## config.mk

```make
export PLATFORM = sky130hd
export DESIGN_NAME = ddf_out
export DESIGN_NICKNAME = d
export VERILOG_FILES = /design/src/sv/ddf_pkg.sv /design/src/sv/ddf_out.sv
export SDC_FILE = /design/constraint.sdc
export NUM_CORES = 1
export LEC_CHECK = 0
export BUFFER_PORTS_ARGS = -buffer_cell sky130_fd_sc_hd__buf_2
export CAP_MARGIN = 20
export CORE_MARGIN = 4
export CORE_UTILIZATION = 45
export DETAILED_ROUTE_END_ITERATION = 10
export PLACE_DENSITY = 0.75
export SLEW_MARGIN = 10
export SYNTH_ARGS = -nofsm -noshare
export SYNTH_HDL_FRONTEND = slang
export SYNTH_SLANG_ARGS = --single-unit
```

## constraint.sdc

```tcl
create_clock -name clk -period 3.6 [get_ports clk]
set_input_delay 0.18 -clock clk [delete_from_list [all_inputs] [get_ports clk]]
set_output_delay 0.18 -clock clk [all_outputs]
set_load 0.03 [all_outputs]
```

## src/sv/ddf_pkg.sv

```systemverilog
// shared types and constants of the diagonal difference filter
package ddf_pkg;

    localparam int PIX_W        = 8;
    localparam int WIDTH_CFG_W  = 11;
    localparam int HEIGHT_CFG_W = 13;
    localparam int CFG_DATA_W   = 13;
    localparam int CFG_INDEX_W  = 1;
    // ring length 2*w+2 fits in 13 bits for any 11-bit width
    localparam int DEPTH_W      = 13;
    localparam int DIAG_OFFSET  = 2;

    localparam logic [CFG_INDEX_W-1:0] CFG_IMAGE_WIDTH  = 1'b0;
    localparam logic [CFG_INDEX_W-1:0] CFG_IMAGE_HEIGHT = 1'b1;

    localparam logic [WIDTH_CFG_W-1:0]  WIDTH_RESET  = 11'd1024;
    localparam logic [HEIGHT_CFG_W-1:0] HEIGHT_RESET = 13'd1024;

    typedef struct packed {
        logic has_result;
        logic filter;
        logic last;
    } item_info_t;

endpackage

```

## src/sv/ddf_out.sv

```systemverilog
// read-data stage, subtract and clamp, and output register
module ddf_out
    import ddf_pkg::*;
(
    input  logic             clk,
    input  logic             rst_n,
    input  logic             accept,
    input  item_info_t       info,
    input  logic [PIX_W-1:0] pix,
    input  logic [PIX_W-1:0] rd_data,
    output logic             take,
    input  logic             out_ready,
    output logic             out_valid,
    output logic [PIX_W-1:0] pixel_out,
    output logic             frame_end
);

    logic             s1_valid_reg;
    logic             s1_filter_reg;
    logic             s1_last_reg;
    logic [PIX_W-1:0] s1_pix_reg;
    logic             out_valid_reg;
    logic [PIX_W-1:0] out_pix_reg;
    logic             out_last_reg;

    logic             out_free;
    logic             s1_move;
    logic [PIX_W-1:0] res;

    assign out_free = !out_valid_reg || out_ready;
    assign s1_move  = s1_valid_reg && out_free;
    // ram read data is held while the read stage waits, so no new word then
    assign take     = !s1_valid_reg || out_free;

    always_comb
    begin
        if (s1_filter_reg)
            res = (rd_data > s1_pix_reg) ? rd_data - s1_pix_reg : '0;
        else
            res = rd_data;
    end

    always_ff @(posedge clk or negedge rst_n)
    begin
        if (!rst_n)
        begin
            s1_valid_reg  <= 1'b0;
            out_valid_reg <= 1'b0;
        end
        else
        begin
            if (accept)
                s1_valid_reg <= info.has_result;
            else if (s1_move)
                s1_valid_reg <= 1'b0;

            if (s1_move)
                out_valid_reg <= 1'b1;
            else if (out_ready)
                out_valid_reg <= 1'b0;
        end
    end

    always_ff @(posedge clk)
    begin
        if (accept)
        begin
            s1_pix_reg    <= pix;
            s1_filter_reg <= info.filter;
            s1_last_reg   <= info.last;
        end
        if (s1_move)
        begin
            out_pix_reg  <= res;
            out_last_reg <= s1_last_reg;
        end
    end

    assign out_valid = out_valid_reg;
    assign pixel_out = out_pix_reg;
    assign frame_end = out_last_reg;

endmodule
```

# Yosys cells after proc, flatten, opt, wreduce, memory -nomap -nowiden
# Cells that the tools add are included.
# word_totals
reg_bits	21
latch_bits	0
rom_bits	0
memories	0
output_inout_bits	11
wordCells	22
input_bits	23
ramBits	0
# classes
reduce_logical	7
bitwise	0
div	0
order_cmp	1
muxes	6
shifts	0
mul	0
eq_ne	0
add_sub_neg	1
# ops
op	n
$mux W8	2
$gt A8 B8 Y1	1
$sub A8 B8 Y8	1
$mux W1	4
$reduce_bool A2 Y1	2
$logic_not A1 Y1	2
$logic_or A1 B1 Y1	2
$logic_and A1 B1 Y1	1

# Depth between registers and ports, before layout
# Gate-level depths: netlist of the first run.
# depth
depth_word	5
mapped_depth	9
depth_no_buf	9

# Worst setup path after synthesis of the first run
# No wires, ideal clock.
# synth_path
path_type	register to register
start	register s1_pix_reg[4]
end	register out_pix_reg[7], in the netlist pixel_out[7], data pin
t_arrival_ns	1.487
n_path_buf	0
setup_ns	0.274
required_ns	3.326
slack_ns	1.839
stages_incl_launch_ff	8
period_less_slack_ns	1.761
path_cell_list	edfxtp_1 inv_1 ha_1 a21o_1 a21o_1 a221oi_2 xor2_1 o22ai_1
# synth_via
elab_chain_cells	3
elab_cells_between_ends	4
classes_between	1 x add/sub; 1 x order compare; 2 x mux
# synth_lines
item	line	source
start: declaration	ddf_out.sv:21	logic [PIX_W-1:0] s1_pix_reg;
start signal: assignment	ddf_out.sv:68	s1_pix_reg <= pix;
$sub A8 B8 Y8 / $gt A8 B8 Y1 (equally long branches)	ddf_out.sv:38	res = (rd_data > s1_pix_reg) ? rd_data - s1_pix_reg : '0;
$mux W8 *	ddf_out.sv:38	
$mux W8 *	ddf_out.sv:37	if (s1_filter_reg)
via res[7]	ddf_out.sv:28	logic [PIX_W-1:0] res;
end signal: assignment	ddf_out.sv:74	out_pix_reg <= res;
end: declaration	ddf_out.sv:23	logic [PIX_W-1:0] out_pix_reg;
# Mark *: on every way through the listed nets, which the timed path passes. The rest lies on a longest branch.
# A chain may end at the register's enable or synchronous reset.

# Worst setup path after layout of the first run
# layout_path
start	register s1_pix_reg[0]
end	register out_pix_reg[1], in the netlist pixel_out[1], data pin
# The elaborated chain is that of the path after synthesis.

==> metrics.md, run 1 <==
| Metric | Value |
|---|---|
| Number of port buffers | 33 |
| DR iter-0 viols | 31 |
| Setup TNS | 0 ps |
| Top cells by area, synth | edfxtp_1 50%, ha_1 8.7%, inv_1 5.6%, dfrtp_1 4.4%, o32ai_1 3.1% |
| Layout cells sized above 1 | 0.3409 |
| Critical path peak fanout | 7 |
| Worst R2R Start | s1_pix_reg[0] |
| Critical Path Start Type | register |
| Post-DP HPWL | 1.662 mm |
| Synthesis-stage register bit count | 21 |
| Post-synthesis area per instance | 12.09 sq um |
| Total clock buffers created by CTS | 3 |
| Worst Hold Path EP | s1_last_reg |
| Sw Ratio | 0.2885 |
| Die Footprint | 0.003425 sq mm |
| Clock Tree Buf Depth | 2 |
| Chip height | 58.52 um |
| PwrDens | 396.9 mW/mm^2 |
| Hold crit path type | input port to register |
| CP Data Arrival Time | 1970 ps |
| Hold depth | 1 |
| Placer congestion estimate | 0.8327 |
| Critical path class | register to register |
| CTS Sinks | 21 |
| Drt drc | 0 |
| Tmin final | 1941 ps |
| Worst Skew | 0.9221 ps |
| Clock power frac | 0.201 |
| Worst-Skew Late Latency | 290 ps |
| Antenna-violating nets left | 0 |
| Largest net degree at the start of global routing | 13 |
| Final Hold Viols | 0 |
| Vias | 845 |
| Vias per cell | 5.216 |
| ANT cells | 0 |
| # setup viols final | 0 |
| Die span in x | 58.52 um |
| Cell Count Post-Placement | 157 |
| Routed WL per cell | 12.69 um |
| Share of the synthesized area in the top cell type | 0.4967 |
| Drt pass-1 iters | 4 |
| Net switching power | 158.0 uW |
| Total power | 547.8 uW |
| Place WS | 1647 ps |
| First-pass GRT wire length | 3.505 mm |
| Area leader, netlist | edfxtp_1 |
| Post_cts resized | 0 |
| Count of cell types in the netlist | 32 |
| Gr usage total | 0.1337 |
| CTS hold repair buffers | 1 |
| Post-CTS Setup Bufs | 0 |
| Clock slew at reported path FFs | 110 ps |
| Reg2Reg Depth | 7 |
| Final Slew Violations | 0 |
| Min-delay src | info[0] |
| Max cap viols | 0 |
| R2r setup slk | 1660 ps |
| I/O pin total | 34 |
| Status | finished, final reports clean |
| Clock root buffer master | clkbuf_4 |
| Peak supply drop | 0.3090 mV |
| Remaining global-route overflow | 0 |
| WL final | 2.055 mm |
| RR Endpoint | pixel_out[1] |
| Capturing element type of the critical path | register |
| Required time of the critical path | 3630 ps |
| Final net count | 165 |
| Internal | 389.8 uW |
| H-tree Lvls | 1 |
| Area of the mapped netlist | 0.001149 sq mm |
| Pleak | 0.0006248 uW |
| Vias in the first global route | 817 |
| Mapped Cells | 95 |
| Seq/Total Area, Yosys | 0.5403 |
| Reg power frac | 0.541 |
| Initial Util | 0.4679 |
| Mapped Nets | 127 |
| Max_slew headroom | 0.7268 |
| Site Rows | 18 |
| Antenna violations before repair | 0 |
| Yosys warnings | 0 |
| Core area | 0.002455 sq mm |
| CTS tree | yes |
| Area Growth Syn to Fin | 20.15% |
| RSZ-0062 raised after global routing | no |
| Comb pwr share | 0.259 |
| Period utilization | 0.5391 |
| Pin slew with the least headroom to its limit | 409.8 ps |
| F_max | 515.2 MHz |
| Non-filler cells, final | 162 |
| Worst Setup Slack, final | 1659 ps |
## final cells by class
cell class	instances	area, sq um
inverters	17	63.81
fillers	216	1075
well taps	30	37.54
flip-flops and latches	21	620.6
repair buffers	34	175.2
clock buffers	4	26.28
multi-input cells	56	456.7
## worst max path at each step
stage | start | endpoint | slack (ps) | depth (start not counted)
3_5_place_dp | rd_data[0] | pixel_out[6] | 1650 | 9
6_report | s1_pix_reg[0] | pixel_out[1] | 1660 | 7
4_1_cts | s1_pix_reg[0] | pixel_out[1] | 1640 | 7
3_3_place_gp | rd_data[0] | pixel_out[6] | 1710 | 9
5_1_grt | s1_pix_reg[0] | pixel_out[5] | 1530 | 7
2_1_floorplan | s1_pix_reg[4] | pixel_out[7] | 1840 | 7
## layer usage
metal  vias up  track usage  wire length (um)
li1        428            -                 -
met1       389       0.1728               879
met2        26       0.2265              1023
met3         2      0.02632               136
met4         0      0.03974                15
met5         -            0                 0
## placed cells by master (no fill, tap or decap), drive strengths merged, types with 2 or more instances in the layout
cell type,Yosys,final
a21o,2,2
a21oi,5,5
buf,1,33
clkbuf,0,4
dfrtp,2,2
edfxtp,19,19
ha,8,8
inv,17,17
nand2,3,3
nand2b,4,4
nand4,2,2
nor2,2,2
nor3,2,2
o21a,4,4
o21ai,5,5
o22ai,3,3
o32ai,4,4
## Yosys cell counts (all sizes together)
library cell,number
o21a,4
edfxtp,19
o21ai,5
nor3,2
dfrtp,2
fa,1
xnor2,1
buf,1
nand2,3
xor2,1
and3,1
a21boi,1
a21o,2
o32ai,4
nand3,1
nand4,2
and2,1
nand3b,1
a21oi,5
nor2b,1
a211oi,1
inv,17
a221oi,1
nor2,2
o22ai,3
o221ai,1
nand2b,4
ha,8
## stage by stage
| stage | instance area [sq um] | hold WS [ps] | util |
|---|---|---|---|
| after floorplan | 1149 | -115.6 | - |
| after global placement | 1344 | -35.03 | 0.5474 |
| after detailed placement | 1344 | -32.99 | 0.5474 |
| after CTS | 1380 | 51.73 | 0.5622 |
| after global routing | 1380 | 29.43 | 0.5622 |
| final | 1380 | 53.69 | 0.5622 |
## logic make-up after synthesis
| logic type | count (synthesis) | share of synthesized area |
|---|---|---|
| adder cells (fa/ha/maj) | 9 | 0.1046 |
| XOR/XNOR | 2 | 0.01525 |
| flip-flops | 21 | 0.5403 |
| buffers and inverters | 18 | 0.06209 |
| AND/OR/NAND/NOR | 18 | 0.09587 |
| AO/OA/AOI/OAI | 27 | 0.1819 |
## critical path: stages, from the launching register on
cell,delay [ps]
edfxtp_1,360
ha_1,150
inv_1,50
fa_1,420
nand3_2,120
a21oi_2,70
o221ai_2,360
o22ai_1,160
## power by group through the flow
stage	combinational, uW	clock, uW	sequential (uW)
floorplan	87.8	0	315
global placement	139	0	301
detailed placement	141	0	302
CTS	143	111	296
global route	157	124	298
finish	142	110	296
No activity file was read; power rests on OpenSTA's default activity.
==> run 2, diff against run 1 <==
PLACE_DENSITY = 0.78   (was 0.75)
clock period = 1.7 ns   (was 3.6 ns; I/O delays follow)
==> run 2 against run 1 <==
The run now ends with negative setup slack left. Critical path depth grew 1. First-iteration DRC count is 61% lower. Global-route usage is 2.4 points higher. Fmax rose by 2.5%. Cell count increased by 15%. Highest routed layer unchanged. Clock power rose by 120%. Critical endpoint is now pixel_out[6].
==> metrics.md, run 2 (synthesis results as in run 1) <==
| Metric | Value |
|---|---|
| Status | finished, violations left |
| Violated checks | negative setup slack |
| CTS tree | yes |
| Layout cells sized above 1 | 0.4744 (+0.1334) |
| Final Hold Viols | 0 (unchanged) |
| Initial Util | 0.4679 (unchanged) |
| CP Cell Sequence | ha_2 > inv_2 > fa_2 > nand3_4 > a21boi_2 > o21a_1 > o21a_1 > o32ai_2 |
| Crit-path max cell delay | 370 ps (-50 ps) |
| Metal-1 WL | 1.025 mm (+17%) |
| Critical Path Start Type | register |
| Largest net degree at the start of global routing | 13 (unchanged) |
| WL final | 2.596 mm (+26%) |
| Required time of the critical path | 1830 ps (-1800 ps) |
| Hold depth | 3 (+2) |
| Clock slew at reported path FFs | 120 ps (about the same) |
| Critical path peak fanout | 3 (-4) |
| Total clock buffers created by CTS | 3 (unchanged) |
| Top Family by Delay on Critical Path | compound AO/OA/AOI/OAI gates |
| Period utilization | 1.114 (+0.5744) |
| Setup TNS | -999.6 ps (-999.6 ps) |
| Worst-Skew Late Latency | 300 ps (about the same) |
| Top Metal Used | met4 |
| Gr usage total | 0.1576 (+0.02385) |
| Commonest non-fill, non-tap cell in the layout | buf_2 |
| Peak supply drop | 0.5017 mV (+62%) |
| First-pass GRT wire length | 4.160 mm (+19%) |
| CP Data Arrival Time | 2020 ps (+50 ps) |
| Max_slew headroom | 0.6728 (-0.05395) |
| Post-DP HPWL | 1.812 mm (+9.0%) |
| Site Rows | 18 (unchanged) |
| CTS Sinks | 21 (unchanged) |
| WL met2 | 1.380 mm (+35%) |
| DR WL met3 | 157 um (+15%) |
| CP Depth | 8 (+1) |
| Chip height | 58.52 um (unchanged) |
| Final net count | 189 (+15%) |
| I/O pin total | 34 (unchanged) |
| Die span in x | 58.52 um (unchanged) |
| Pleak | 0.0007480 uW (+20%) |
| Most frequent cells in the layout | 33 x buf_2, 19 x edfxtp_1, 15 x inv_1 |
| F_max | 528.2 MHz (+2.5%) |
| Place WS | -191.9 ps (-1838 ps) |
| CP dominant cell by count | o21a_1 |
| Reg2Reg Depth | 8 (+1) |
| Capturing element type of the critical path | register |
| # setup viols final | 7 (+7) |
| Core area | 0.002455 sq mm (unchanged) |
| Final Slew Violations | 0 (unchanged) |
| Tmin final | 1893 ps (-47.76 ps) |
| Placer congestion estimate | 0.8743 (+5.0%) |
| Bufs and invs on worst path | 1 (unchanged) |
| Vias | 965 (+14%) |
| ANT cells | 0 (unchanged) |
| Area Growth Syn to Fin | 48.48% |
| Critical path class | register to register |
| Vias in the first global route | 993 (+22%) |
| Drt drc | 0 (unchanged) |
| RSZ-0062 raised after global routing | yes |
| PwrDens | 767.6 mW/mm^2 (+93%) |
| Antenna-violating nets left | 0 (unchanged) |
| Hold crit path type | input port to register |
| Antenna violations before repair | 0 (unchanged) |
| Vias per cell | 5.188 (-0.53%) |
| Hold WS | 16.01 ps (-37.69 ps) |
| Clock root buffer master | clkbuf_4 |
| Clock Tree Buf Depth | 2 (unchanged) |
| Routed WL per cell | 13.96 um (+10%) |
| DR iter-0 viols | 12 (-61%) |
| Drt pass-1 iters | 4 (unchanged) |
| Pin slew with the least headroom to its limit | 490.7 ps (+80.92 ps) |
| Worst Skew | 5.338 ps (+4.416 ps) |
| Die Footprint | 0.003425 sq mm (unchanged) |
| Remaining global-route overflow | 0 (unchanged) |
| Max cap viols | 0 (unchanged) |
| Number of port buffers | 33 (unchanged) |
| Worst Setup Slack, final | -193.1 ps (-1852 ps) |
| H-tree Lvls | 1 (unchanged) |
| Slowest CP cell | fa_2 |
[run 2: changes by cell type in the layout (fill, tap and decap cells not counted), moves of 3 or more]
cell,change
buf_4,+13
ha_1,-4
o32ai_2,+3
o32ai_1,-4
dlygate4sd3_1,+10
[run 2: routing by layer]
layer,global-route usage,vias to the layer above
met2,0.2871,35
met1,0.1831,456
met3,0.02632,4
met5,0,-
met4,0.05960,0
li1,-,470
[run 2: path summary, 6_finish.rpt]
path / start / end / slack (ps)
worst max-delay path: s1_pix_reg[0] / pixel_out[6] / -190
worst min-delay path: info[2] / s1_valid_reg / 20
worst max register to register: s1_pix_reg[0] / pixel_out[6] / -190
worst min register to register: s1_last_reg / frame_end / 450
max in group asynchronous: rst_n / out_valid / 1520
min in group asynchronous: rst_n / s1_valid_reg / 90
[run 2: final cells by class]
type | count | area, sq um
fillers | 176 | 749.5
flip-flops and latches | 21 | 620.6
multi-input cells | 56 | 573.1
repair buffers | 58 | 384.1
inverters | 17 | 63.81
well taps | 30 | 37.54
clock buffers | 4 | 26.28
[run 2: where the power goes]
| part | switching, uW | internal, uW |
|---|---|---|
| clock | 149 | 91.3 |
| combinational | 227 | 212 |
| sequential | 18.6 | 611 |
[run 2: timing repair]
action / in CTS / in global routing
resized for setup: 16 / 3
hold buffers: 11 / 0
setup buffers: 2 / 1
setup endpoints to repair: 7 / 7
endpoints found under the hold margin: 12 / 0
gates cloned: 0 / 0
pin swaps: 5 / 5
[run 2: stage by stage]
step / std cells / utilization / instance area (sq um) / power (uW)
after CTS: 185 / 0.6809 / 1672 / 1288
after global routing: 186 / 0.6947 / 1705 / 1381
after floorplan: 95 / - / 1164 / 859.1
after global placement: 168 / 0.5872 / 1441 / 973.7
final: 186 / 0.6947 / 1705 / 1309
after detailed placement: 168 / 0.5872 / 1441 / 984.0
[run 2: worst register-to-register path, delay by kind of cell (launching register included)]
family / cells / cell delay, ps
compound gates: 4 / 670
flops: 1 / 360
fa+ha+maj: 2 / 550
buf+inv: 1 / 40
simple gates: 1 / 100
