<file path="config.mk">
export PLATFORM = sky130hd
export DESIGN_NAME = ddf_seq
export DESIGN_NICKNAME = d
export VERILOG_FILES = /design/src/sv/ddf_pkg.sv /design/src/sv/ddf_seq.sv
export SDC_FILE = /design/constraint.sdc
export NUM_CORES = 1
export LEC_CHECK = 0
export ABC_AREA = 0
export ABC_CLOCK_PERIOD_IN_PS = 16700
export BUFFER_PORTS_ARGS = -buffer_cell sky130_fd_sc_hd__buf_2
export CELL_PAD_IN_SITES_DETAIL_PLACEMENT = 1
export CELL_PAD_IN_SITES_GLOBAL_PLACEMENT = 2
export CORE_UTILIZATION = 43
export CTS_BUF_LIST = sky130_fd_sc_hd__clkbuf_8
export CTS_CLUSTER_SIZE = 28
export DETAILED_ROUTE_END_ITERATION = 6
export PLACE_DENSITY_LB_ADDON = 0.15
export SETUP_SLACK_MARGIN = 0.05
export SLEW_MARGIN = 20
export SYNTH_ARGS = -nofsm -noshare
export SYNTH_HDL_FRONTEND = slang
export SYNTH_SLANG_ARGS = --single-unit
</file>
<file path="constraint.sdc">
create_clock -name clk -period 16.7 [get_ports clk]
set_clock_uncertainty 0.1 [all_clocks]
set_input_delay 3.34 -clock clk [delete_from_list [all_inputs] [get_ports clk]]
set_output_delay 3.34 -clock clk [all_outputs]
set_load 0.05 [all_outputs]
</file>
<file path="src/sv/ddf_pkg.sv">
// shared types and constants of the diagonal difference filter
package ddf_pkg;

    localparam int PIX_W        = 8;
    localparam int WIDTH_CFG_W  = 11;
    localparam int HEIGHT_CFG_W = 13;
    localparam int CFG_DATA_W   = 13;
    localparam int CFG_INDEX_W  = 1;
    // ring length 2*w+2 fits in 13 bits for any 11-bit width
    localparam int DEPTH_W      = 13;
    localparam int DIAG_OFFSET  = 2;

    localparam logic [CFG_INDEX_W-1:0] CFG_IMAGE_WIDTH  = 1'b0;
    localparam logic [CFG_INDEX_W-1:0] CFG_IMAGE_HEIGHT = 1'b1;

    localparam logic [WIDTH_CFG_W-1:0]  WIDTH_RESET  = 11'd1024;
    localparam logic [HEIGHT_CFG_W-1:0] HEIGHT_RESET = 13'd1024;

    typedef struct packed {
        logic has_result;
        logic filter;
        logic last;
    } item_info_t;

endpackage

</file>
<file path="src/sv/ddf_seq.sv">
// configuration registers, ring pointer and raster position counters
module ddf_seq
    import ddf_pkg::*;
#(
    parameter int MAX_WIDTH  = 1024,
    parameter int MAX_HEIGHT = 4096,
    parameter int PTR_W      = 12,
    parameter int COL_W      = 10,
    parameter int ROW_W      = 12
)
(
    input  logic                   clk,
    input  logic                   rst_n,
    input  logic                   accept,
    input  logic                   cfg_write,
    input  logic [CFG_INDEX_W-1:0] cfg_index,
    input  logic [CFG_DATA_W-1:0]  cfg_data,
    output logic [PTR_W-1:0]       addr,
    output item_info_t             info
);

    logic [WIDTH_CFG_W-1:0]  width_cfg_reg;
    logic [HEIGHT_CFG_W-1:0] height_cfg_reg;
    logic [PTR_W-1:0]        ptr_reg,   ptr_next;
    logic [DEPTH_W-1:0]      items_reg, items_next;
    logic [COL_W-1:0]        col_reg,   col_next;
    logic [ROW_W-1:0]        row_reg,   row_next;

    logic [WIDTH_CFG_W-1:0]  w;
    logic [HEIGHT_CFG_W-1:0] h;
    logic [DEPTH_W-1:0]      d;
    logic [PTR_W-1:0]        ptr_eff;
    logic [PTR_W:0]          ptr_inc;
    logic                    fill;
    logic                    filter;
    logic                    last;

    always_comb
    begin
        if (width_cfg_reg == '0)
            w = WIDTH_CFG_W'(1);
        else if (width_cfg_reg > MAX_WIDTH)
            w = WIDTH_CFG_W'(MAX_WIDTH);
        else
            w = width_cfg_reg;

        if (height_cfg_reg == '0)
            h = HEIGHT_CFG_W'(1);
        else if (height_cfg_reg > MAX_HEIGHT)
            h = HEIGHT_CFG_W'(MAX_HEIGHT);
        else
            h = height_cfg_reg;

        d = {1'b0, w, 1'b0} + DEPTH_W'(DIAG_OFFSET);

        // pointer left past the end by a shrinking width wraps first
        ptr_eff = (ptr_reg >= d) ? '0 : ptr_reg;
        ptr_inc = {1'b0, ptr_eff} + (PTR_W+1)'(1);

        fill   = items_reg < d;
        filter = (({1'b0, row_reg} + (ROW_W+1)'(DIAG_OFFSET)) < h)
              && (({1'b0, col_reg} + (COL_W+1)'(DIAG_OFFSET)) < w);
        last   = (({1'b0, row_reg} + (ROW_W+1)'(1)) >= h)
              && (({1'b0, col_reg} + (COL_W+1)'(1)) >= w);

        ptr_next   = (ptr_inc >= d) ? '0 : ptr_inc[PTR_W-1:0];
        items_next = items_reg;
        col_next   = col_reg;
        row_next   = row_reg;
        if (fill)
        begin
            items_next = items_reg + DEPTH_W'(1);
        end
        else if (last)
        begin
            ptr_next   = '0;
            items_next = '0;
            col_next   = '0;
            row_next   = '0;
        end
        else if (({1'b0, col_reg} + (COL_W+1)'(1)) >= w)
        begin
            col_next = '0;
            row_next = row_reg + ROW_W'(1);
        end
        else
        begin
            col_next = col_reg + COL_W'(1);
        end
    end

    always_ff @(posedge clk or negedge rst_n)
    begin
        if (!rst_n)
        begin
            width_cfg_reg  <= WIDTH_RESET;
            height_cfg_reg <= HEIGHT_RESET;
            ptr_reg        <= '0;
            items_reg      <= '0;
            col_reg        <= '0;
            row_reg        <= '0;
        end
        else
        begin
            if (cfg_write)
            begin
                unique case (cfg_index)
                    CFG_IMAGE_WIDTH:  width_cfg_reg  <= cfg_data[WIDTH_CFG_W-1:0];
                    CFG_IMAGE_HEIGHT: height_cfg_reg <= cfg_data[HEIGHT_CFG_W-1:0];
                    default:          ;
                endcase
            end
            if (accept)
            begin
                ptr_reg   <= ptr_next;
                items_reg <= items_next;
                col_reg   <= col_next;
                row_reg   <= row_next;
            end
        end
    end

    assign addr            = ptr_eff;
    assign info.has_result = !fill;
    assign info.filter     = filter;
    assign info.last       = last;

endmodule

</file>
; ---- Word level (Yosys, flattened, before mapping)
; Index checks and enable logic that the tools add are counted.
[word_totals]
word_cells = 52
register_bits = 71
input_bits = 18
out_inout_bits = 15
[op_classes]
reduce_logical = 12
add_sub_neg = 9
n_lt_le_gt_ge = 9
muxes = 14
bitwise_logic = 2
[ops]
columns = cell, count
row1 = $mux 12, 6
row2 = $mux 13, 4
row3 = $add 12x1->13 const B, 2
row4 = $add 12x2->13 const B, 2
row5 = $ge 13x13->1, 2
row6 = $lt 13x13->1, 2
row7 = $mux 11, 2
row8 = $mux 10, 2
row9 = $add 13x1->13 const B, 1
row10 = $ge 12x13->1, 1
row11 = $gt 13x13->1 const B, 1
row12 = $logic_not 13->1, 1
row13 = $add 12x1->12 const B, 1
row14 = $add 10x1->11 const B, 1
row15 = $add 10x2->11 const B, 1
row16 = $ge 11x11->1, 1
row17 = $gt 11x11->1 const B, 1
row18 = $logic_not 11->1, 1
row19 = $lt 11x11->1, 1
row20 = $add 10x1->10 const B, 1
row21 = $reduce_and 2->1, 4
row22 = $reduce_bool 2->1, 2
row23 = $reduce_and 3->1, 1
row24 = $logic_and 1x1->1, 2
row25 = other kinds (2), 3

; ---- Longest topological paths before layout
; Gate-level depths: netlist of the first run.
[depth]
ltp_word = 11
ltp_mapped = 31
mapped_depth_nobuf = 29

; ---- Worst setup path before layout of the first run
; Ideal clock, no wire load.
[synth_path]
kind = register to output
start = register width_cfg_reg[4]
end = output addr[1]
path_buffers = 2
required_time_ns = 13.260
arrival_time_ns = 4.001
path_stages_with_launch = 17
slack_ns = 9.259
cell_sequence = dfrtp_1 buf_2 nor4_1 a32o_2 ha_1 nand3b_1 nor2_1 and3_1 a31oi_1 ha_1 a311oi_1 nand2_1 or3_1 a211oi_2 a22oi_1 buf_2 nor2_1
[synth_between]
elab_chain_cells = 6
elab_cells_between_ends = 7
cone_classes = 1 x add/sub / 2 x order compare / 3 x mux / 1 x reduce/logical
[synth_rtl]
columns = element, line
row1 = "start, declared", ddf_seq.sv:22  ; logic [WIDTH_CFG_W-1:0] width_cfg_reg;
row2 = "start signal, assigned", ddf_seq.sv:108  ; CFG_IMAGE_WIDTH: width_cfg_reg <= cfg_data[WIDTH_CFG_W-1:0];
row3 = $gt 11x11->1, ddf_seq.sv:42  ; else if (width_cfg_reg > MAX_WIDTH)
row4 = $mux 11, ddf_seq.sv:42
row5 = $mux 11 (*), ddf_seq.sv:40  ; if (width_cfg_reg == '0)
row6 = $add 12x2->13 (*), ddf_seq.sv:54  ; d = {1'b0, w, 1'b0} + DEPTH_W'(DIAG_OFFSET);
row7 = $ge 12x13->1 (*), ddf_seq.sv:57  ; ptr_eff = (ptr_reg >= d) ? '0 : ptr_reg;
row8 = $mux 12 (*), ddf_seq.sv:57
row9 = "end, declared", ddf_seq.sv:18  ; output logic [PTR_W-1:0] addr,
; Mark *: on every way between the ends. The rest lies on a longest branch, timed or not.

; ---- Final worst setup path of the first run
[layout_path]
start = register width_cfg_reg[10]
end = output addr[0]
; Same word-level chain as after synthesis.

==> flow_summary.json, run 1 <==
{
  "drt_iter0_markers": 346,
  "synth_cell_types": 76,
  "area_growth_pct": 7.52,
  "period_needed_ps": 8550,
  "internal-power_mw": 0.417,
  "cts_setup_buffers": 0,
  "grt-ovfl-total": 0,
  "design_area_mm2": 0.00685,
  "hold_buffers": 0,
  "holdCritPathClass": "reg2reg",
  "die_width_um": 124,
  "leakagePower_nw": 3.05,
  "syn-cell-area_mm2": 0.00637,
  "synth_cells": 727,
  "yosys_warnings": 0,
  "cts-htree-levels": 3,
  "slew_headroom_pct": 36.3,
  "ys_seq_elements": 71,
  "power_frac_clock_pct": 21.9,
  "drc_errors": 0,
  "startpoint_type": "register",
  "path_clk_slew_ps": 90,
  "first_global_vias": 5627,
  "drive_gt1_share_pct": 13.3,
  "post_drt_via_cell_ratio": 5.94,
  "maxSlewViolCount": 0,
  "clock_sinks": 71,
  "cts_resized": 0,
  "post-place-cells": 913,
  "slowest_stage": "dfstp_2",
  "place_area_mm2": 0.00663,
  "initial_core_util_pct": 44.0,
  "antennaDiodeCount": 0,
  "seq_area_frac_synth_pct": 27.9,
  "grt_pass1_wl_um": 29700,
  "maxCapViolCount": 0,
  "period_share_pct": 51.2,
  "grt_use_total_pct": 25.3,
  "wirelength_um": 18000,
  "setup_viol": 0,
  "crit_type": "reg2out",
  "vdd_ir_drop_max_mv": 0.0775,
  "fin_cells": 929,
  "drt_first_pass_iters": 5,
  "portBuffers": 32,
  "root_buffer": "clkbuf_8",
  "synth-async-reset-ratio_pct": 100,
  "postLayoutCoreUtil_pct": 47.3,
  "hold_viol_final": 0,
  "grt_max_degree": 72,
  "post_drt_wl_per_cell_um": 19.3,
  "nets": 839,
  "cts_inserted_buffers": 9,
  "nFillCells": 1714,
  "power_frac_seq_pct": 34.1,
  "num_vias": 5517,
  "combPwrFrac_pct": 44.0,
  "totalPowerFinal_mw": 0.737,
  "status": "finished, final reports clean",
  "power_switching_mw": 0.320,
  "fmax_ghz": 0.117,
  "die_y_um": 124,
  "cp_max_fo": 19,
  "power_density_mw_per_mm2": 107,
  "endpoint_kind": "primary output",
  "ant_nets": 0,
  "worst_pin_slew_ps": 955,
  "p_sw_share_pct": 43.4,
  "critical_path_required_ps": 13260,
  "cts_tree": "done",
  "rows": 44,
  "timing.critical_path.mode_cell": "ha_1",
  "io_pins": 33,
  "grt_antenna_before_repair": 0,
  "clock_latency_ps": 380,
  "cts.path.max_buffers": 2,
  "synth_flop_cell": "dfrtp_1",
  "worstPathCellList": "inv_1 > a32o_2 > ha_1 > nand3b_1 > nor2_1 > and3_1 > a31oi_1 > ha_1 > a311oi_1 > nand2_1 > or3_1 > a211oi_2 > a22o_1 > and2_1 > buf_2",
  "hpwl_um": 14000,
  "slowest_delay_ps": 690,
  "critPathArrivalTime_ps": 5110,
  "setup_tns_ps": 0,
  "coreArea_mm2": 0.0145,
  "syn-mean-instance-area_um2": 8.77,
  "dieArea_mm2": 0.0153,
  "rsz0062_at_grt": "no",
  "synth-edff-count": 0,
  "gp_congestion": 0.873
}
-- per-stage QoR --
step | worst slack (ps) | hold slack [ps]
CTS | 8160 | 433
detailed placement | 8640 | 409
finish | 8150 | 426
global route | 7800 | 465
floorplan | 9260 | 380
global placement | 8850 | 407
-- per-layer routing --
layer | part of all wire, % | vias up | global-route usage [%]
met5 | 0 | - | 0
li1 | - | 2669 | -
met1 | 47 | 2762 | 33.0
met2 | 50 | 64 | 43.1
met3 | 2.2 | 22 | 3.48
met4 | 1.5 | 0 | 7.91
-- final cells by class --
class / count / area [um2] / area share [%]
repair buffers: 35 / 185 / 2.70
well taps: 184 / 230 / 3.36
multi-input cells: 597 / 4340 / 63.3
flip-flops and latches: 71 / 1780 / 26.0
clock buffers: 9 / 124 / 1.81
clock inverters: 7 / 96.3 / 1.41
inverters: 26 / 100 / 1.46
-- final timing paths --
kind | start | to | slack (ps) | depth (start not counted)
min | height_cfg_reg[0]$_DFFE_PN0P_ | height_cfg_reg[0]$_DFFE_PN0P_ | 430 | 1
max in group asynchronous | rst_n | ptr_reg[0]$_DFFE_PN0P_ | 12880 | 1
min reg2reg | height_cfg_reg[0]$_DFFE_PN0P_ | height_cfg_reg[0]$_DFFE_PN0P_ | 430 | 1
min in group asynchronous | rst_n | row_reg[4]$_DFFE_PN0P_ | 3000 | 1
max reg2reg | width_cfg_reg[10]$_DFFE_PN1P_ | ptr_reg[1]$_DFFE_PN0P_ | 9210 | 28
max | width_cfg_reg[10]$_DFFE_PN1P_ | addr[0] | 8150 | 15
-- cell usage after synthesis, types with 5 or more instances --
cell type / instances / area share [%]
ha_1: 81 / 16
nand2_1: 77 / 4.5
dfrtp_1: 69 / 27
nor2_1: 39 / 2.3
o21ai_0: 37 / 2.9
a21oi_1: 27 / 2.1
nand3_1: 27 / 2.1
xnor2_1: 27 / 3.7
inv_1: 24 / 1.4
xor2_1: 23 / 3.2
mux2_2: 22 / 3.9
clkbuf_1: 21 / 1.2
nand2b_1: 20 / 2.0
and2_1: 18 / 1.8
nor3_1: 18 / 1.4
and3_1: 15 / 1.5
nand4_1: 15 / 1.5
o21a_1: 15 / 1.8
nor2b_1: 11 / 1.1
a22o_1: 10 / 1.4
buf_2: 7 / 0.55
nor4_1: 7 / 0.69
o31ai_1: 7 / 0.82
or3_1: 7 / 0.69
a31oi_1: 6 / 0.59
o21ai_1: 6 / 0.47
a211oi_1: 5 / 0.59
-- kinds of logic after synthesis --
logic type      count (synthesis)  synth area share (%)
simple gates                  280                  23.1
buf+inv                        60                  4.12
compound gates                160                  17.8
flops                          71                  27.9
other cells                     1                0.0588
fa+ha+maj                      81                  15.9
xor+xnor                       51                  7.13
mux                            23                  4.04
-- power groups by stage --
| stage | logic (mW) | clock network [mW] | registers, mW |
|---|---|---|---|
| 2_1_floorplan | 0.253 | 0 | 0.231 |
| 3_3_place_gp | 0.308 | 0 | 0.252 |
| 3_5_place_dp | 0.323 | 0 | 0.254 |
| 4_1_cts | 0.327 | 0.167 | 0.251 |
| 5_1_grt | 0.363 | 0.173 | 0.258 |
| 6_report | 0.324 | 0.161 | 0.251 |
-- placed cells by master, fill, tap and decap left out, types with 4 or more instances in the layout --
cell type and count:
o41ai_1 4, nand4_1 15, a21oi_1 27, nand3_1 27, o21ai_0 37, o211ai_1 4
a22o_1 10, and2_1 18, o21ai_1 6, nand3b_1 4, clkbuf_8 9, buf_2 31
ha_1 81, buf_4 4, o31ai_1 7, and3_1 15, nand2_1 77, o21a_1 15
and4_1 4, nor2b_1 10, dfrtp_1 69, nor3_1 18, xor2_1 23, or2_2 4
a31oi_1 6, a21o_1 4, or3_1 7, xnor2_1 27, nor4_1 7, nand2b_1 20
o311ai_1 4, nor2_1 39, inv_1 24, a211oi_1 5, mux2_2 22
-- critical path: cells and delay by family, from the launching register on --
kind | cells | cell delay, ps
AOI/OAI and AO/OA | 5 | 1720
adders and majority gates | 2 | 600
buffers and inverters | 2 | 480
DFF | 1 | 690
and+or+nand+nor | 6 | 1220
(Power assumes the default switching activity.)
==> run 2: changes to the inputs <==
Settings changed: ABC_AREA 0 to 1, ABC_CLOCK_PERIOD_IN_PS 16700 to 7100, CORE_UTILIZATION 43 to 34.
Clock period 16.7 ns to 7.1 ns, I/O delays scaled along.
==> run 2 against run 1 <==
Critical path depth up 20; synthesized area is 3.1% lower; combinational power rose to 4.5 times the previous value; clock power grew 120%; final cell count up 19%; sequential share of layout area rose by 0.28 points; register-to-register slack lost 8100 ps; count of clock-buffer cells in the layout is 1 higher; largest cell class unchanged; largest power group unchanged.
==> flow_summary.json, run 2 <==
{
  "maxCapViolCount": 0,
  "fin_cells": 1103,
  "drt_iter0_markers": 192,
  "synth_cells": 839,
  "startpoint_type": "register",
  "setup_viol": 0,
  "synth-async-reset-ratio_pct": 100,
  "holdCritPathClass": "reg2reg",
  "cts.path.max_buffers": 2,
  "endpoint_kind": "register",
  "synthTopCellsByArea": "dfrtp_1 (28%), ha_1 (16%), nand2_1 (11%)",
  "synthAdderAreaFrac_pct": 16.4,
  "maxSlewViolCount": 0,
  "rows": 48,
  "cts-htree-levels": 3,
  "cts_setup_buffers": 0,
  "cts_resized": 0,
  "ys_seq_elements": 71,
  "syn-mean-instance-area_um2": 7.36,
  "synth_cell_types": 51,
  "critical_path_required_ps": 7270,
  "postLayoutCoreUtil_pct": 38.7,
  "grt_max_degree": 72,
  "yosys_warnings": 0,
  "leakagePower_nw": 3.55,
  "io_pins": 33,
  "drc_errors": 0,
  "grtUsageMet1_pct": 31.9,
  "area_growth_pct": 9.81,
  "period_needed_ps": 5990,
  "cp_max_fo": 12,
  "setup_tns_ps": 0,
  "dieArea_mm2": 0.0187,
  "final_common_cell": "nand2_1",
  "dp_slack_ps": 1130,
  "slowest_stage": "dfrtp_1",
  "synth-simple-area-share_pct": 27.8,
  "slowest_delay_ps": 430,
  "hold_buffers": 0,
  "met3_usage_pct": 2.81,
  "clock_latency_ps": 380,
  "cts_tree": "done",
  "syn-cell-area_mm2": 0.00617,
  "seq_area_frac_synth_pct": 28.8,
  "synth-edff-count": 0,
  "ant_nets": 0,
  "synth_flop_cell": "dfrtp_1",
  "antennaDiodeCount": 0,
  "coreArea_mm2": 0.0175,
  "cts_inserted_buffers": 9,
  "hold_viol_final": 0,
  "synth_top_family_by_area": "simple AND/OR/NAND/NOR gates",
  "busiest_layer": "met2",
  "die_width_um": 137,
  "synthXorXnorAreaFrac_pct": 5.11,
  "hpwl_um": 14900,
  "synth_common_cells": "nand2_1 (186), inv_1 (120), ha_1 (81)",
  "vdd_ir_drop_max_mv": 0.157,
  "path_clk_slew_ps": 80,
  "grt_pass1_wl_um": 31500,
  "num_vias": 5672,
  "grt_use_total_pct": 22.1,
  "status": "finished, final reports clean",
  "fmax_ghz": 0.167,
  "power_density_mw_per_mm2": 365,
  "synthMuxAreaShare_pct": 0.182,
  "clock_sinks": 71,
  "grt_antenna_before_repair": 0,
  "die_y_um": 137,
  "nets": 972,
  "post_drt_wl_per_cell_um": 16.9,
  "grt-ovfl-total": 0,
  "wirelength_um": 18700,
  "drive_gt1_share_pct": 12.0,
  "critPathArrivalTime_ps": 6160,
  "synth_area_leader_cell": "dfrtp_1",
  "crit_type": "reg2reg",
  "worst_pin_slew_ps": 905,
  "root_buffer": "clkbuf_8",
  "setup_slack_ps": 1110,
  "synth.most_common_cell": "nand2_1",
  "drt_first_pass_iters": 4,
  "post_drt_via_cell_ratio": 5.14,
  "portBuffers": 32,
  "rsz0062_at_grt": "no",
  "layout_common_cells": "nand2_1 (186), inv_1 (120), ha_1 (81)",
  "initial_core_util_pct": 35.2,
  "synth_compound_area_share_pct": 12.8,
  "synth_top_cell_area_share_pct": 28.0,
  "first_global_vias": 6010,
  "post-place-cells": 1087,
  "timing.critical_path.mode_cell": "nand2_1",
  "use_met2_pct": 33.8,
  "gp_congestion": 0.857,
  "slew_headroom_pct": 39.6,
  "period_share_pct": 84.3
}
[run 2: cell types whose count changed after synthesis, sizes merged, moves of 14 or more]
| cell | before | now |
|---|---|---|
| inv | 25 | 125 |
| nand2 | 77 | 197 |
| nor2 | 39 | 80 |
| nand2b | 20 | 0 |
| mux2 | 22 | 1 |
| nand3 | 28 | 58 |
| xnor2 | 27 | 5 |
| a21oi | 27 | 41 |
| o21ai | 43 | 62 |
| and2 | 18 | 0 |
[run 2: area by class of cell]
cell class / instances / area [um2]
fill: 2247 / 10800
multi-input combinational: 630 / 3850
sequential: 71 / 1780
inverter: 125 / 469
tap: 225 / 282
timing repair buffer: 36 / 196
clock buffer: 10 / 138
clock inverter: 6 / 60.1
[run 2: critical path: cells and delay by family (launching register included)]
kind | cells | cell delay [ps]
buf+inv | 4 | 280
simple gates | 22 | 3060
compound gates | 5 | 950
fa+ha+maj | 4 | 1060
flops | 1 | 430
[run 2: worst paths after layout]
path / cells after the start / from / end / slack (ps)
setup / recovery: 35 / width_cfg_reg[0]$_DFFE_PN0P_ / ptr_reg[11]$_DFFE_PN0P_ / 1110
hold / removal: 2 / height_cfg_reg[10]$_DFFE_PN1P_ / height_cfg_reg[10]$_DFFE_PN1P_ / 420
setup reg to reg: 35 / width_cfg_reg[0]$_DFFE_PN0P_ / ptr_reg[11]$_DFFE_PN0P_ / 1110
hold reg to reg: 2 / height_cfg_reg[10]$_DFFE_PN1P_ / height_cfg_reg[10]$_DFFE_PN1P_ / 420
max in group asynchronous: 1 / rst_n / items_reg[0]$_DFFE_PN0P_ / 5430
min in group asynchronous: 1 / rst_n / col_reg[3]$_DFFE_PN0P_ / 970
[run 2: metrics by stage]
step	total power, mW	hold slack [ps]	instance area (um2)
after floorplan	1.71	361	6180
after global placement	2.08	393	6580
after detailed placement	2.13	407	6580
after CTS	2.50	421	6780
after global routing	2.73	456	6780
final	2.48	419	6780
[run 2: kinds of logic after synthesis]
group                    Yosys count
AO/OA/AOI/OAI                    136
XOR/XNOR                          36
adder cells (fa/ha/maj)           81
buffers and inverters            139
flip-flops                        71
multiplexers                       1
other                              1
AND/OR/NAND/NOR                  374
[run 2: report_power, final]
| part | internal, mW | leakage [nW] | switching, mW |
|---|---|---|---|
| combinational | 0.509 | 2.55 | 0.946 |
| clock | 0.170 | 0.0981 | 0.178 |
| sequential | 0.520 | 0.903 | 0.152 |
[run 2: metal layers]
| layer | vias to the layer above | wire, um |
|---|---|---|
| li1 | 2830 | - |
| met1 | 2755 | 9860 |
| met2 | 66 | 8000 |
| met3 | 21 | 482 |
| met4 | 0 | 311 |
| met5 | - | 0 |
